<file path="config.mk">
export PLATFORM = sky130hd
export DESIGN_NAME = ida_req_decode
export DESIGN_NICKNAME = d
export VERILOG_FILES = /design/src/rtl/ida_pkg.sv /design/src/rtl/ida_req_decode.sv
export SDC_FILE = /design/constraint.sdc
export NUM_CORES = 1
export LEC_CHECK = 0
export BUFFER_PORTS_ARGS = -buffer_cell sky130_fd_sc_hd__buf_2
export CORE_MARGIN = 2
export CORE_UTILIZATION = 33
export DETAILED_ROUTE_END_ITERATION = 7
export GPL_ROUTABILITY_DRIVEN = 0
export PLACE_DENSITY_LB_ADDON = 0.2
export SKIP_LAST_GASP = 1
export SLEW_MARGIN = 40
export SYNTH_ARGS = -nofsm -noshare
export SYNTH_HDL_FRONTEND = slang
export SYNTH_SLANG_ARGS = --single-unit
</file>
<file path="constraint.sdc">
create_clock -name vclk -period 15.8
set_input_delay 3.16 -clock vclk [all_inputs]
set_output_delay 3.16 -clock vclk [all_outputs]
set_load 0.05 [all_outputs]
</file>
<file path="src/rtl/ida_pkg.sv">
// Shared types, codes and sizes of the ID allocator table.
`timescale 1ns / 1ps

package ida_pkg;

	localparam int NUM_SLOTS  = 256;
	localparam int VALUE_BITS = 32;
	localparam int SLOT_W     = $clog2(NUM_SLOTS);

	localparam logic [31:0] INT_MAX = 32'h7FFF_FFFF;

	localparam logic [1:0] OP_ALLOC  = 2'd0;
	localparam logic [1:0] OP_REMOVE = 2'd1;
	localparam logic [1:0] OP_FIND   = 2'd2;

	localparam logic [1:0] ST_OK       = 2'd0;
	localparam logic [1:0] ST_INVALID  = 2'd1;
	localparam logic [1:0] ST_NOSPACE  = 2'd2;
	localparam logic [1:0] ST_NOTFOUND = 2'd3;

	typedef struct packed {
		logic [1:0]            op;
		logic [1:0]            status;    // early verdict; ST_OK means go on
		logic [SLOT_W-1:0]     lo;        // allocation window, in slots
		logic [SLOT_W-1:0]     hi;
		logic                  win_empty;
		logic [SLOT_W-1:0]     slot;      // lookup slot for remove and find
		logic                  slot_ok;   // lookup lies inside the table
		logic [VALUE_BITS-1:0] value;
	} req_t;

endpackage

</file>
<file path="src/rtl/ida_req_decode.sv">
// Request decode: turns a raw transaction into slot window or lookup slot.
`timescale 1ns / 1ps

module ida_req_decode (
	input  logic [1:0]   op,
	input  logic [31:0]  start_id,
	input  logic [31:0]  end_id,
	input  logic [31:0]  lookup_id,
	input  logic [31:0]  value_in,
	input  logic [31:0]  id_base,
	output ida_pkg::req_t req
);

	logic [31:0] limit;
	logic [31:0] lo_off;
	logic [31:0] hi_off;
	logic [31:0] look_off;

	always_comb begin
		limit    = (end_id != 32'd0 && !end_id[31]) ? end_id - 32'd1 : ida_pkg::INT_MAX;
		lo_off   = (start_id < id_base) ? 32'd0 : start_id - id_base;
		hi_off   = limit - id_base;
		look_off = lookup_id - id_base;

		req.op        = op;
		req.status    = ida_pkg::ST_OK;
		req.lo        = lo_off[ida_pkg::SLOT_W-1:0];
		req.win_empty = (lo_off >= 32'(ida_pkg::NUM_SLOTS));
		req.hi        = (hi_off > 32'(ida_pkg::NUM_SLOTS - 1)) ?
			ida_pkg::SLOT_W'(ida_pkg::NUM_SLOTS - 1) : hi_off[ida_pkg::SLOT_W-1:0];
		req.slot      = look_off[ida_pkg::SLOT_W-1:0];
		req.slot_ok   = (lookup_id >= id_base) && (look_off < 32'(ida_pkg::NUM_SLOTS));
		req.value     = ida_pkg::VALUE_BITS'(value_in);

		unique case (op)
			ida_pkg::OP_ALLOC: begin
				if (start_id[31])
					req.status = ida_pkg::ST_INVALID;
				else if (limit < id_base || start_id > limit)
					req.status = ida_pkg::ST_NOSPACE;
			end
			ida_pkg::OP_REMOVE, ida_pkg::OP_FIND: begin
				req.status = ida_pkg::ST_OK;
			end
			default: begin
				req.status = ida_pkg::ST_INVALID;
			end
		endcase
	end

endmodule

</file>
# After elaboration in Yosys (flattened, before gate mapping)
# Index checks and enable logic that the tools add are counted.
# classes
n_addsub	4
mul	0
div_mod_pow	0
magnitude_cmp	7
eq_ne	2
n_shift	0
n_mux	6
bitwise	0
reduce_logical	7
# ops
op	n
subtractor 32 bit	3
less-than comparator 32 bit	2
2-to-1 mux 32 bit	2
>= comparator 32 bit	1
>= comparator 32 x 9 -> 1 bit (second input constant)	1
> comparator 32 bit	1
> comparator 32 x 8 -> 1 bit (second input constant)	1
less-than comparator 32 x 9 -> 1 bit (second input constant)	1
nonzero test 32 bit	1
subtractor 32 x 1 -> 32 bit (second input constant)	1
2-to-1 mux 8 bit	1
2-to-1 mux 2 bit	2
one-hot mux 2 bit (2 select lines)	1
equality test 2 x 1 -> 1 bit (second input constant)	1
equality test 2 bit (second input constant)	1
logical AND 1 bit	2
zero test 2 bit	1
OR reduction 2 bit	1
zero test 1 bit	1
logical OR 1 bit	1
# word_totals
regBits	0
latch_bits	0
ramBits	0
rom_bits	0
out_inout_bits	62
elab_cells	26
n_memories	0

# Longest topological paths before layout
# depth
depth_word	8
ltp_mapped	20
mapped_depth_nobuf	19

# Least setup slack after synthesis
# OpenSTA, ideal clock, no wires.
# synth_path
path_kind	input -> output
from	input port end_id[23]
to	output port req[59] (netlist bit)
arrival_ns	9.316
required_time_ns	12.640
path_slack_ns	3.324
stages	18
path_buffers	1
path_cell_list	or4_1 -> nor4_1 -> nand2b_1 -> nor4b_1 -> a21oi_1 -> clkbuf_1 -> nand3_1 -> ha_1 -> a21o_1 -> or3_1 -> o211ai_2 -> o211ai_2 -> o21ai_0 -> a31oi_1 -> a211oi_1 -> o21ai_0 -> a21o_1 -> a2111oi_0
# synth_rtl
element	line_no	rtl
start, declared	ida_req_decode.sv:7	input logic [31:0] end_id,
end, declared	ida_req_decode.sv:11	output ida_pkg::req_t req

==> impl_metrics.toml <==
[run_status]
outcome = "finished, final reports clean"

[clocking]
ctsHoldBuffers = 0
post-cts-setup-buffers = 0
cts_resized = 0

[global_route]
grt_pass1_wl_mm = 42.69
grtUsageTotal_pct = 21.53
antenna_found_initial = 4
grt_max_degree = 33
grt_pass1_vias = 8167
gr-total-overflow = 0

[pwr]
leakagePower_nw = 4.099
seqPwrFrac_pct = 0
p_comb_share_pct = 100.0
p_clk_share_pct = 0
cellPowerDensity_nw_per_um2 = 41.61
peakVddDrop_uv = 44.54
swShare_pct = 62.89
power.net_switching_w = 0.0002194
internal-power_w = 0.0001295

[logic_synthesis]
yosysUniqueCellTypes = 72
synth_nets = 1465
yosysWarnings = 0
yosys.area.top_type_share_pct = 21.36
synth_top_area_cell = "ha_1"
syn_area_um2 = 7616
synthesis.area_per_instance_um2 = 6.509
yosysSeqAreaShare_pct = 0
synth.area.top_cells = "ha_1 (21%), a21oi_1 (6.7%), nand2_1 (5.8%)"
synth_cells = 1170

[cells_and_area]
drive_gt1_share_pct = 14.85
seq_cells = 0
multi_input_area_um2 = 6814
final-seq-area_um2 = 0
final_common_cell = "buf_2"
clkbuf_count = 0
area_growth_pct = 10.07
nFillCells = 2521
nets = 1556
final_cell_mix = "buf_2 (160), ha_1 (130), nand2_1 (117)"

[critical_path]
critPathArrivalTime_ns = 8.91
cp_top_family = "simple AND/OR/NAND/NOR gates"
cpMaxStageDelayCell = "or4_1"
cp.required_ns = 12.64
worst-setup-path-type = "in2out"
critPathCaptureType = "output pin"
critPathMaxFanout = 7
start_kind = "input port"
cpPeakStageDelay_ns = 0.61
worst-path-buf-inv = 2
path_cells = "buf_2 -> or4_1 -> or3_1 -> nor2_1 -> nand2_1 -> nor3_1 -> xnor2_1 -> nand2_1 -> ha_1 -> a21oi_1 -> o32ai_1 -> a2111oi_0 -> o2111ai_1 -> nor4_1 -> nand3_1 -> nor4_1 -> o2111ai_1 -> nor4_4 -> o211ai_1 -> buf_2"

[route]
wire_per_inst_um = 17.61
viasPerCell = 5.653
vias = 8734
dr.first_iter.drc_count = 585
wl_mm = 27.22
drtPass1Iterations = 5
drc = 0
drtAntennaViolNets = 0

[sta]
finalSetupTns_ns = 0
min_period_over_period_pct = 76.39
rsz0062_at_grt = "false"
whs_ns = 6.320
max_freq_ghz = 0.08285
hold_violations = 0
fin_crit_ns = 12.07
worst_pin_slew_ns = 0.7167
setup_ws_ns = 3.730
max_slew_margin_pct = 51.78
finalMaxSlewViolations = 0
setup_viol = 0

[floorplan]
io_pins = 224
floorplan.initialDensity_pct = 33.64
num_rows = 55
fp.dieH_um = 155.9
dieArea_um2 = 24310
core_um2 = 22640
die-width_um = 155.9

[worst_hold_path]
hold_end = "req[0]"
hp-start = "value_in[0]"
hp-class = "in2out"
worstHoldPathCells = 0

[placed_design]
dp_slack_ns = 3.954
portBuffers = 160
place_hpwl_mm = 23.72

[flow_run]
drv_cap = 0
## layer usage
metal  GRT usage [%]  routed length, um
met2           35.55              11940
met3           2.528               1594
met4           4.194                644
met1           30.22              13000
met5               0                 42
## layout make-up
cell class         count  share of cell area [%]
well taps            285                   4.254
multi-input cells    991                   81.28
diodes                 1                 0.02985
inverters            107                   4.791
repair buffers       161                   9.642
## power by group through the flow
stage | registers (W) | logic (W) | clock network, W
after floorplan | 0 | 0.000273 | 0
after global placement | 0 | 0.000344 | 0
after detailed placement | 0 | 0.000342 | 0
after CTS | 0 | 0.000345 | 0
after global routing | 0 | 0.000386 | 0
final | 0 | 0.000349 | 0.00000000000846
## kinds of logic (layout without fill, tap and decap cells)
| kind of cell | count (synthesis) | after routing | share of synthesized area [%] |
|---|---|---|---|
| xor gates and xnor gates | 70 | 70 | 8.050 |
| other | 0 | 1 | 0 |
| adders and majority gates | 133 | 133 | 22.15 |
| AOI/OAI and AO/OA | 379 | 379 | 32.36 |
| buffers and inverters | 179 | 268 | 10.66 |
| and+or+nand+nor | 401 | 401 | 25.66 |
| muxes | 8 | 8 | 1.117 |
## synth_stat cells, drive strengths merged (10+ instances only)
cell type,n
a211oi,15
a21o,39
a21oi,103
a31oi,24
and3,14
buf,39
clkbuf,33
ha,130
inv,107
nand2,117
nand2b,13
nand3,44
nand4,25
nor2,90
nor2b,14
nor3,27
nor4,19
o211ai,17
o21a,17
o21ai,80
o21bai,10
xnor2,44
xor2,26
## how the worst max path moves through the flow
stage	start	to	slack, ns	cells past startpoint
6_report	end_id[9]	req[47]	3.73	20
2_1_floorplan	end_id[23]	req[59]	3.32	18
4_1_cts	end_id[9]	req[47]	3.95	20
3_3_place_gp	end_id[23]	req[42]	4.12	20
3_5_place_dp	end_id[9]	req[47]	3.95	20
5_1_grt	end_id[11]	req[46]	3.34	20
## metrics by stage
step	utilization [%]	instances	total power [W]	instance area, um^2
final	37.03	1545	0.0003488	8383
after global routing	37.02	1544	0.0003856	8381
after CTS	37.02	1544	0.0003448	8381
after detailed placement	37.02	1544	0.0003421	8381
after global placement	36.99	1544	0.0003438	8374
after floorplan	-	1170	0.0002726	7616
No activity file was read; power rests on OpenSTA's default activity.
